File: config.mk
export PLATFORM = sky130hd
export DESIGN_NAME = sha256_byte_stream_hasher_core
export DESIGN_NICKNAME = d
export VERILOG_FILES = /design/src/rtl/s256h_pkg.sv /design/src/rtl/s256h_ctrl.sv /design/src/rtl/s256h_dp.sv /design/src/rtl/sha256_byte_stream_hasher_core.sv
export SDC_FILE = /design/constraint.sdc
export NUM_CORES = 2
export LEC_CHECK = 0
export ABC_AREA = 0
export BUFFER_PORTS_ARGS = -buffer_cell sky130_fd_sc_hd__buf_2
export CORE_MARGIN = 4
export CORE_UTILIZATION = 55
export DETAILED_ROUTE_END_ITERATION = 16
export GPL_TIMING_DRIVEN = 0
export PLACE_DENSITY = 0.71
export SLEW_MARGIN = 20
export SYNTH_ARGS = -nofsm -noshare
export SYNTH_HDL_FRONTEND = slang
export SYNTH_SLANG_ARGS = --single-unit
File: constraint.sdc
create_clock -name clk -period 16.6 [get_ports clk]
set_input_delay 3.32 -clock clk [delete_from_list [all_inputs] [get_ports clk]]
set_output_delay 3.32 -clock clk [all_outputs]
set_load 0.01 [all_outputs]
File: src/rtl/s256h_pkg.sv
// Shared types, constants and round functions for the SHA-256 byte stream hasher.
package s256h_pkg;

	typedef enum logic [3:0] {
		ST_IDLE,
		ST_COMP,
		ST_FOLD,
		ST_PAD80,
		ST_PADZ,
		ST_PADLEN,
		ST_OUT
	} state_t;

	typedef enum logic [1:0] {
		SEL_DATA,
		SEL_PAD80,
		SEL_ZERO,
		SEL_LEN
	} byte_sel_t;

	typedef struct packed {
		logic      push;
		byte_sel_t sel;
		logic      len_inc;
		logic      load_vars;
		logic      round;
		logic      fold;
		logic      out_adv;
		logic      clear;
	} dp_cmd_t;

	typedef struct packed {
		logic cnt63;
		logic cnt56;
		logic round_last;
		logic len_last;
		logic word_last;
	} dp_stat_t;

	localparam logic [7:0] PAD_BYTE = 8'h80;
	localparam logic [5:0] PAD_STOP = 6'd56;

	localparam logic [31:0] IV [8] = '{
		32'h6a09e667, 32'hbb67ae85, 32'h3c6ef372, 32'ha54ff53a,
		32'h510e527f, 32'h9b05688c, 32'h1f83d9ab, 32'h5be0cd19
	};

	localparam logic [31:0] K_ROUND [64] = '{
		32'h428a2f98, 32'h71374491, 32'hb5c0fbcf, 32'he9b5dba5,
		32'h3956c25b, 32'h59f111f1, 32'h923f82a4, 32'hab1c5ed5,
		32'hd807aa98, 32'h12835b01, 32'h243185be, 32'h550c7dc3,
		32'h72be5d74, 32'h80deb1fe, 32'h9bdc06a7, 32'hc19bf174,
		32'he49b69c1, 32'hefbe4786, 32'h0fc19dc6, 32'h240ca1cc,
		32'h2de92c6f, 32'h4a7484aa, 32'h5cb0a9dc, 32'h76f988da,
		32'h983e5152, 32'ha831c66d, 32'hb00327c8, 32'hbf597fc7,
		32'hc6e00bf3, 32'hd5a79147, 32'h06ca6351, 32'h14292967,
		32'h27b70a85, 32'h2e1b2138, 32'h4d2c6dfc, 32'h53380d13,
		32'h650a7354, 32'h766a0abb, 32'h81c2c92e, 32'h92722c85,
		32'ha2bfe8a1, 32'ha81a664b, 32'hc24b8b70, 32'hc76c51a3,
		32'hd192e819, 32'hd6990624, 32'hf40e3585, 32'h106aa070,
		32'h19a4c116, 32'h1e376c08, 32'h2748774c, 32'h34b0bcb5,
		32'h391c0cb3, 32'h4ed8aa4a, 32'h5b9cca4f, 32'h682e6ff3,
		32'h748f82ee, 32'h78a5636f, 32'h84c87814, 32'h8cc70208,
		32'h90befffa, 32'ha4506ceb, 32'hbef9a3f7, 32'hc67178f2
	};

	function automatic logic [31:0] big_s0(input logic [31:0] x);
		return {x[1:0], x[31:2]} ^ {x[12:0], x[31:13]} ^ {x[21:0], x[31:22]};
	endfunction

	function automatic logic [31:0] big_s1(input logic [31:0] x);
		return {x[5:0], x[31:6]} ^ {x[10:0], x[31:11]} ^ {x[24:0], x[31:25]};
	endfunction

	function automatic logic [31:0] small_s0(input logic [31:0] x);
		return {x[6:0], x[31:7]} ^ {x[17:0], x[31:18]} ^ {3'b000, x[31:3]};
	endfunction

	function automatic logic [31:0] small_s1(input logic [31:0] x);
		return {x[16:0], x[31:17]} ^ {x[18:0], x[31:19]} ^ {10'd0, x[31:10]};
	endfunction

endpackage

File: src/rtl/s256h_ctrl.sv
// Controller state machine: byte intake, padding sequence, round loop and digest output.
module s256h_ctrl (
	input  logic               clk,
	input  logic               arst_n,
	input  logic               in_valid,
	input  logic               in_present,
	input  logic               in_last,
	output logic               in_ready,
	output logic               out_valid,
	input  logic               out_ready,
	input  s256h_pkg::dp_stat_t stat,
	output s256h_pkg::dp_cmd_t  cmd
);

	s256h_pkg::state_t state_q, state_d;
	s256h_pkg::state_t ret_q, ret_d;
	logic in_acc;
	logic out_acc;

	assign in_acc  = in_valid && (state_q == s256h_pkg::ST_IDLE);
	assign out_acc = out_ready && (state_q == s256h_pkg::ST_OUT);

	always_ff @(posedge clk or negedge arst_n) begin
		if (!arst_n) begin
			state_q <= s256h_pkg::ST_IDLE;
			ret_q   <= s256h_pkg::ST_IDLE;
		end else begin
			state_q <= state_d;
			ret_q   <= ret_d;
		end
	end

	always_comb begin
		state_d = state_q;
		ret_d   = ret_q;
		case (state_q)
			s256h_pkg::ST_IDLE: begin
				if (in_acc) begin
					if (in_present && stat.cnt63) begin
						state_d = s256h_pkg::ST_COMP;
						ret_d   = in_last ? s256h_pkg::ST_PAD80 : s256h_pkg::ST_IDLE;
					end else if (in_last) begin
						state_d = s256h_pkg::ST_PAD80;
					end
				end
			end
			s256h_pkg::ST_COMP: begin
				if (stat.round_last) state_d = s256h_pkg::ST_FOLD;
			end
			s256h_pkg::ST_FOLD: begin
				state_d = ret_q;
			end
			s256h_pkg::ST_PAD80: begin
				if (stat.cnt63) begin
					state_d = s256h_pkg::ST_COMP;
					ret_d   = s256h_pkg::ST_PADZ;
				end else begin
					state_d = s256h_pkg::ST_PADZ;
				end
			end
			s256h_pkg::ST_PADZ: begin
				if (stat.cnt56) begin
					state_d = s256h_pkg::ST_PADLEN;
				end else if (stat.cnt63) begin
					state_d = s256h_pkg::ST_COMP;
					ret_d   = s256h_pkg::ST_PADZ;
				end
			end
			s256h_pkg::ST_PADLEN: begin
				if (stat.len_last) begin
					state_d = s256h_pkg::ST_COMP;
					ret_d   = s256h_pkg::ST_OUT;
				end
			end
			s256h_pkg::ST_OUT: begin
				if (out_acc && stat.word_last) state_d = s256h_pkg::ST_IDLE;
			end
			default: begin
				state_d = s256h_pkg::ST_IDLE;
			end
		endcase
	end

	always_comb begin
		cmd       = '0;
		cmd.sel   = s256h_pkg::SEL_DATA;
		in_ready  = 1'b0;
		out_valid = 1'b0;
		case (state_q)
			s256h_pkg::ST_IDLE: begin
				in_ready    = 1'b1;
				cmd.push    = in_acc && in_present;
				cmd.len_inc = in_acc && in_present;
			end
			s256h_pkg::ST_COMP: begin
				cmd.round = 1'b1;
			end
			s256h_pkg::ST_FOLD: begin
				cmd.fold = 1'b1;
			end
			s256h_pkg::ST_PAD80: begin
				cmd.push = 1'b1;
				cmd.sel  = s256h_pkg::SEL_PAD80;
			end
			s256h_pkg::ST_PADZ: begin
				cmd.push = !stat.cnt56;
				cmd.sel  = s256h_pkg::SEL_ZERO;
			end
			s256h_pkg::ST_PADLEN: begin
				cmd.push = 1'b1;
				cmd.sel  = s256h_pkg::SEL_LEN;
			end
			s256h_pkg::ST_OUT: begin
				out_valid   = 1'b1;
				cmd.out_adv = out_acc;
				cmd.clear   = out_acc && stat.word_last;
			end
			default: begin
				cmd = '0;
			end
		endcase
		cmd.load_vars = cmd.push && stat.cnt63;
	end

endmodule

File: src/rtl/s256h_dp.sv
// Datapath: block/schedule shift line, working variables, chaining value and counters.
module s256h_dp (
	input  logic                clk,
	input  logic                arst_n,
	input  s256h_pkg::dp_cmd_t  cmd,
	input  logic [7:0]          in_byte,
	output s256h_pkg::dp_stat_t stat,
	output logic [31:0]         digest_word,
	output logic [2:0]          word_index
);

	logic [31:0] w_q [16];
	logic [31:0] v_q [8];
	logic [31:0] cv_q [8];
	logic [60:0] len_q;
	logic [5:0]  cnt_q;
	logic [5:0]  round_q;
	logic [2:0]  pidx_q;
	logic [2:0]  oidx_q;

	logic [63:0] bits;
	logic [7:0]  push_byte;
	logic [31:0] w_new;
	logic [31:0] t1;
	logic [31:0] t2;
	logic [31:0] ch;
	logic [31:0] mj;

	assign bits = {len_q, 3'b000};

	always_comb begin
		case (cmd.sel)
			s256h_pkg::SEL_DATA:  push_byte = in_byte;
			s256h_pkg::SEL_PAD80: push_byte = s256h_pkg::PAD_BYTE;
			s256h_pkg::SEL_ZERO:  push_byte = 8'h00;
			s256h_pkg::SEL_LEN:   push_byte = bits[{3'd7 - pidx_q, 3'b000} +: 8];
			default:              push_byte = 8'h00;
		endcase
	end

	assign w_new = s256h_pkg::small_s1(w_q[14]) + w_q[9] + s256h_pkg::small_s0(w_q[1]) + w_q[0];
	assign ch    = (v_q[4] & v_q[5]) ^ (~v_q[4] & v_q[6]);
	assign mj    = (v_q[0] & v_q[1]) ^ (v_q[0] & v_q[2]) ^ (v_q[1] & v_q[2]);
	assign t1    = v_q[7] + s256h_pkg::big_s1(v_q[4]) + ch + s256h_pkg::K_ROUND[round_q] + w_q[0];
	assign t2    = s256h_pkg::big_s0(v_q[0]) + mj;

	// message bytes shift in at the bottom; rounds consume words from the top
	always_ff @(posedge clk) begin
		if (cmd.push) begin
			for (int i = 0; i < 15; i++) begin
				w_q[i] <= {w_q[i][23:0], w_q[i+1][31:24]};
			end
			w_q[15] <= {w_q[15][23:0], push_byte};
		end else if (cmd.round) begin
			for (int i = 0; i < 15; i++) begin
				w_q[i] <= w_q[i+1];
			end
			w_q[15] <= w_new;
		end
	end

	always_ff @(posedge clk) begin
		if (cmd.load_vars) begin
			for (int i = 0; i < 8; i++) begin
				v_q[i] <= cv_q[i];
			end
		end else if (cmd.round) begin
			v_q[7] <= v_q[6];
			v_q[6] <= v_q[5];
			v_q[5] <= v_q[4];
			v_q[4] <= v_q[3] + t1;
			v_q[3] <= v_q[2];
			v_q[2] <= v_q[1];
			v_q[1] <= v_q[0];
			v_q[0] <= t1 + t2;
		end
	end

	always_ff @(posedge clk or negedge arst_n) begin
		if (!arst_n) begin
			for (int i = 0; i < 8; i++) begin
				cv_q[i] <= s256h_pkg::IV[i];
			end
			len_q   <= '0;
			cnt_q   <= '0;
			round_q <= '0;
			pidx_q  <= '0;
			oidx_q  <= '0;
		end else begin
			if (cmd.clear) begin
				for (int i = 0; i < 8; i++) begin
					cv_q[i] <= s256h_pkg::IV[i];
				end
			end else if (cmd.fold) begin
				for (int i = 0; i < 8; i++) begin
					cv_q[i] <= cv_q[i] + v_q[i];
				end
			end
			if (cmd.clear) begin
				len_q <= '0;
			end else if (cmd.len_inc) begin
				len_q <= len_q + 61'd1;
			end
			if (cmd.push) cnt_q <= cnt_q + 6'd1;
			if (cmd.load_vars) begin
				round_q <= '0;
			end else if (cmd.round) begin
				round_q <= round_q + 6'd1;
			end
			if (cmd.push && cmd.sel == s256h_pkg::SEL_LEN) pidx_q <= pidx_q + 3'd1;
			if (cmd.out_adv) oidx_q <= oidx_q + 3'd1;
		end
	end

	assign stat.cnt63      = (cnt_q == 6'd63);
	assign stat.cnt56      = (cnt_q == s256h_pkg::PAD_STOP);
	assign stat.round_last = (round_q == 6'd63);
	assign stat.len_last   = (pidx_q == 3'd7);
	assign stat.word_last  = (oidx_q == 3'd7);

	assign digest_word = cv_q[oidx_q];
	assign word_index  = oidx_q;

endmodule

File: src/rtl/sha256_byte_stream_hasher_core.sv
// Top level of the SHA-256 byte stream hasher: stream ports, controller and datapath.
// Intake: one byte per cycle; the 64th byte of a block stalls intake until the block is compressed
// (64 rounds on the single round unit, then a fold into the chaining value).
// Finish: the 0x80 byte, zero bytes up to offset 56, a check state, the 8 length bytes
// and a compression per filled block (final one included), then 8 digest transactions.
// One message at a time; no new byte is taken until the last digest word is taken.
// arst_n low clears all control state and loads the initial chaining value.
module sha256_byte_stream_hasher_core (
	input  logic        clk,
	input  logic        arst_n,
	input  logic        s_axis_tvalid,
	output logic        s_axis_tready,
	input  logic [7:0]  s_axis_tdata,   // [7:0] data_byte
	input  logic        s_axis_tuser,   // [0] byte_present
	input  logic        s_axis_tlast,
	output logic        m_axis_tvalid,
	input  logic        m_axis_tready,
	output logic [31:0] m_axis_tdata,   // [31:0] digest_word
	output logic [2:0]  m_axis_tuser,   // [2:0] word_index
	output logic        m_axis_tlast
);

	s256h_pkg::dp_cmd_t  cmd;
	s256h_pkg::dp_stat_t stat;

	s256h_ctrl u_ctrl (
		.clk        (clk),
		.arst_n     (arst_n),
		.in_valid   (s_axis_tvalid),
		.in_present (s_axis_tuser),
		.in_last    (s_axis_tlast),
		.in_ready   (s_axis_tready),
		.out_valid  (m_axis_tvalid),
		.out_ready  (m_axis_tready),
		.stat       (stat),
		.cmd        (cmd)
	);

	s256h_dp u_dp (
		.clk         (clk),
		.arst_n      (arst_n),
		.cmd         (cmd),
		.in_byte     (s_axis_tdata),
		.stat        (stat),
		.digest_word (m_axis_tdata),
		.word_index  (m_axis_tuser)
	);

	assign m_axis_tlast = stat.word_last;

endmodule

**Word-level counts from Yosys, hierarchy flattened**

Memory sizes are Yosys's and may differ from the RTL's.
Index checks and enable logic that the tools add are counted.
W data, S select, Z words.

- Bits in read-only memories: 2048
- Bits of input ports: 14
- Register bits: 343
- Bits in writable memories: 768
- Logic and storage cells: 197
- Memories kept: 3
- Output and inout port bits: 38

- Magnitude comparators: 2
- Add/sub/neg operators: 24
- Multiplexer cells: 70
- Shift operators: 1
- Reduce and logical (&&, ||, !) cells: 17
- Equal/unequal tests: 22
- Bitwise operators: 43

Memory list:

| memory | depth | width | read ports | clocked after Yosys merged registers in | write ports | line | text |
|---|---|---|---|---|---|---|---|
| (name not given) | 64 | 32 | 1 | 0 | 0 | s256h_dp.sv:44 | `assign t1 = v_q[7] + s256h_pkg::big_s1(v_q[4]) + ch + s256h_pkg::K_ROUND[round_q] + w_q[0];` |
| u_dp.w_q | 16 | 32 | 16 | 0 | 16 | s256h_dp.sv:12 | `logic [31:0] w_q [16];` |
| u_dp.v_q | 8 | 32 | 8 | 0 | 8 | s256h_dp.sv:13 | `logic [31:0] v_q [8];` |

Operators by type and width:

| kind | number |
|---|---|
| $mux W32 | 28 |
| $add A32 B32 Y32 | 18 |
| $mux W256 | 2 |
| $xor A32 B32 Y32 | 9 |
| $and A32 B32 Y32 | 5 |
| $mux W61 | 2 |
| $bmux W32 S3 | 1 |
| $shiftx A64 B7 Y8 | 1 |
| $add A61 B1 Y61 const B | 1 |
| $mux W4 | 13 |
| $not A32 Y32 | 1 |
| $pmux W8 S4 | 1 |
| $xor A32 B22 Y32 | 1 |
| $xor A32 B29 Y32 | 1 |
| $pmux W4 S7 | 1 |
| $or A1 B1 Y1 | 24 |
| $eq A6 B6 Y1 const B | 3 |
| $pmux W4 S4 | 1 |
| $mux W1 | 14 |
| $add A6 B1 Y6 const B | 2 |
| $eq A4 B3 Y1 const B | 3 |
| $mux W6 | 2 |
| $ne A2 B2 Y1 const B | 5 |
| $eq A4 B2 Y1 const B | 2 |
| 26 further kinds | 38 |

**Depth between registers and ports, before layout**

An unclocked memory read counts as a cell.

- Depth in word-level cells: 9
- Depth in mapped cells: 41
- Depth with buffers taken out: 39

**By module**

A second synthesis with hierarchy kept.

- Cell total of the unflattened synthesis: 7279
- Area total of the unflattened synthesis: 76188.1 um2

Modules (own cells, without submodules):

| module | area an instance (um2) | times used | cells each | sequential area each (um2) |
|---|---|---|---|---|
| s256h_dp | 75635.0 | 1 | 7209 | 31615.3 |
| s256h_ctrl | 553.0 | 1 | 70 | 150.1 |

**Worst setup path after synthesis**

Ideal clock, no wire load.

- Path type: input port to flip-flop
- From: input s_axis_tuser
- To: memory u_dp.w_q[0][0], enable pin
- Buffers on the path: 3
- Setup time: 971 ps
- Setup slack: -973 ps
- Arrival: 16602 ps
- Required time: 15629 ps
- Stages on the path: 7
- Cell sequence: nand2_1 > o31ai_1 > a21o_1 > clkbuf_1 > clkbuf_1 > clkbuf_1 > nand2b_1

RTL lines:

| element | line | text |
|---|---|---|
| start: declaration | sha256_byte_stream_hasher_core.sv:14 | `input logic s_axis_tuser,` |
| end: declaration | s256h_dp.sv:12 |  |

==> metrics.yaml <==
total_power_mw: 5.92
ant_nets: 0
rows: 135
yosysTopAreaCell: "edfxtp_1"
syn_area_mm2: 0.0751
initial_utilization_pct: 55.4
cp.buffers_inverters: 6
n_fill_cell: 11500
stdcell_count: 9935
synthSimpleGateAreaFrac_pct: 15.6
fin_crit_ps: 13500
grt_max_degree: 86
worst_slew_pin_slew_ps: 1370
synthFlopType: "edfxtp_1"
synth_xor_area_share_pct: 7.33
placedCellCount: 9678
cts_tree: "yes"
core_area_mm2: 0.136
hold_ws_ps: 493
syn_avg_cell_area_um2: 9.61
synth_seq_cells: 1109
io_buffers: 51
netlist_instances: 7821
synth_top_family_by_area: "simple AND/OR/NAND/NOR gates"
mostFrequentLayoutCells: "1918 x nand2_1, 768 x edfxtp_1, 478 x a21oi_1"
fin_crit_sh_pct: 81.3
cts_max_path_buffers: 3
ys.warnings.count: 0
p_sw_mw: 1.32
cts_buffers: 132
synth_compound_area_share_pct: 12.8
clkSinkCount: 1109
rsz0062_at_grt: "no"
via_per_inst: 6.48
arrival_ps: 14040
yosysUniqueCellTypes: 86
hold_violations: 0
cts_resized: 0
nets: 8640
outcome: "finished, final reports clean"
cts_hold_buf: 0
die_width_um: 378
post_drt_wl_per_cell_um: 30.2
synthMuxAreaShare_pct: 6.24
grt.overflow.total: 0
powerDensity_mw_per_mm2: 71.5
synth_top_cell_area_share_pct: 30.7
gp_congestion: 1.05
die_area_mm2: 0.143
detail_route.first_pass.iterations: 8
async_flop_share_pct: 30.7
cpMaxStageDelayCell: "xnor2_1"
max_freq_mhz: 74.1
combinationalPowerShare_pct: 0.4
synth-edff-count: 768
h-tree-depth: 4
slew_headroom_pct: 8.06
setup_viol: 0
clkPwrFrac_pct: 50.1
p_sw_share_pct: 22.3
synth_adder_area_share_pct: 12.2
drcViolationCount: 0
synth_seq_area_share_pct: 42.3
setup_tns_ps: 0
postCtsSetupBuffers: 0
drive_gt1_share_pct: 9.78
cts.reportedPaths.clkPinSlew_ps: 70
leakagePower_nw: 35.3
path_common_cell: "a21oi_1"
crit_required_ps: 17130
ir_worst_vdd_mv: 0.0948
synth_nets: 8429
final_common_cell: "nand2_1"
critPathTopFamily: "compound AO/OA/AOI/OAI gates"
cp-start-kind: "flop"
cts_root_buf: "clkbuf_16"
routed_wl_um: 300000
track_usage_pct: 41.6
max_stage_delay_ps: 1060
drv_slew: 0
crit_type: "reg2reg"
syn_to_final_growth_pct: 10.2
max_cap_viol_count: 0
p_int_mw: 4.60
hold_path_class: "reg2reg"
grt_first_pass_wirelength_um: 427000
end_kind: "flop"
synthTopCellsByArea: "edfxtp_1 31%, nand2_1 9.6%, dfrtp_1 6.8%"
clk_latency_ps: 810
dieHeight_um: 378
io_pins: 52
drt_iter0_markers: 8643
vias: 64400
grt_pass1_vias: 61000
hpwl_um: 233000
worst_clock_skew_ps: 53.7
antenna_found_initial: 20
cp_max_fo: 10
seqPwrFrac_pct: 49.5
==> logic make-up after synthesis <==
group                      after synthesis
AOI/OAI and AO/OA                     1595
xor gates and xnor gates               629
adders and majority gates              620
buffers and inverters                  709
DFF                                   1109
muxes                                  332
and+or+nand+nor                       2827
==> metal layers <==
layer / wire, um / global-route usage [%] / up-vias
li1: - / - / 27700
met1: 115000 / 54.5 / 31500
met2: 129000 / 61.4 / 4207
met3: 36600 / 12.8 / 898
met4: 20300 / 23.2 / 12
met5: 82 / 0 / -
==> worst paths after layout <==
check,startpoint,depth (start not counted),to,slack (ps)
min,u_dp.cnt_q[5]$_DFFE_PN0P_,1,u_dp.cnt_q[5]$_DFFE_PN0P_,490
max reg2reg,u_dp.round_q[0]$_DFFE_PN0P_,38,u_dp.v_q[0][31]$_DFFE_PP_,3100
min reg2reg,u_dp.cnt_q[5]$_DFFE_PN0P_,1,u_dp.cnt_q[5]$_DFFE_PN0P_,490
min in group asynchronous,arst_n,1,u_dp.cv_q[204]$_DFFE_PN0P_,2380
max,u_dp.round_q[0]$_DFFE_PN0P_,38,u_dp.v_q[0][31]$_DFFE_PP_,3100
max in group asynchronous,arst_n,4,u_dp.len_q[18]$_DFFE_PN0P_,12460
==> power by group through the flow <==
stage / clock, mW / sequential (mW) / combinational, mW
floorplan: 0 / 2.99 / 0.000220
global placement: 0 / 2.99 / 0.0221
detailed placement: 0 / 2.99 / 0.0255
CTS: 2.97 / 2.93 / 0.0256
global route: 3.09 / 2.93 / 0.0275
finish: 2.97 / 2.93 / 0.0249
==> per-stage QoR <==
step | instance area (um2) | worst slack (ps) | util (%)
final | 82800 | 3100 | 61.0
after detailed placement | 78300 | 3840 | 57.7
after global routing | 82800 | 3350 | 61.0
after CTS | 82700 | 3840 | 61.0
after floorplan | 75100 | 5080 | -
after global placement | 77600 | 1440 | 57.2
==> registers in the layout, summed over array words and instances (netlist names) <==
name / count
u_dp.w_q: 512
u_dp.pidx_q: 3
u_dp.v_q: 256
u_dp.word_index: 3
u_dp.len_q: 61
u_ctrl.state_q: 3
u_dp.cv_q: 256
u_dp.cnt_q: 6
u_ctrl.ret_q: 3
u_dp.round_q: 6
==> layout make-up <==
cell class | instances | area (um2) | share of cell area (%)
well taps | 1781 | 2230 | 2.69
flip-flops and latches | 1109 | 31800 | 38.4
inverters | 270 | 1010 | 1.22
clock buffers | 180 | 3600 | 4.35
clock inverters | 65 | 803 | 0.970
repair buffers | 77 | 873 | 1.05
diodes | 11 | 27.5 | 0.0332
multi-input cells | 6003 | 40800 | 49.3
plain buffers | 439 | 1690 | 2.04
==> synth_stat cells, drive strengths merged, types with 12 or more instances <==
library cell / instances
nand2: 1918
edfxtp: 768
o21ai: 532
a21oi: 480
xnor2: 417
ha: 399
clkbuf: 398
nor2: 355
inv: 269
mux2: 222
xor2: 212
dfrtp: 205
fa: 195
a21o: 159
nand3: 142
dfstp: 136
nor3: 123
mux4: 87
nand2b: 66
a31oi: 55
o21bai: 52
nor2b: 48
o21a: 45
buf: 41
a211oi: 40
or3: 39
and3: 36
nand4: 32
o31ai: 32
o211ai: 30
maj3: 26
mux2i: 23
and2: 16
a311oi: 15
a31o: 15
a211o: 12
Note: power is estimated with default switching activity, not from simulation.
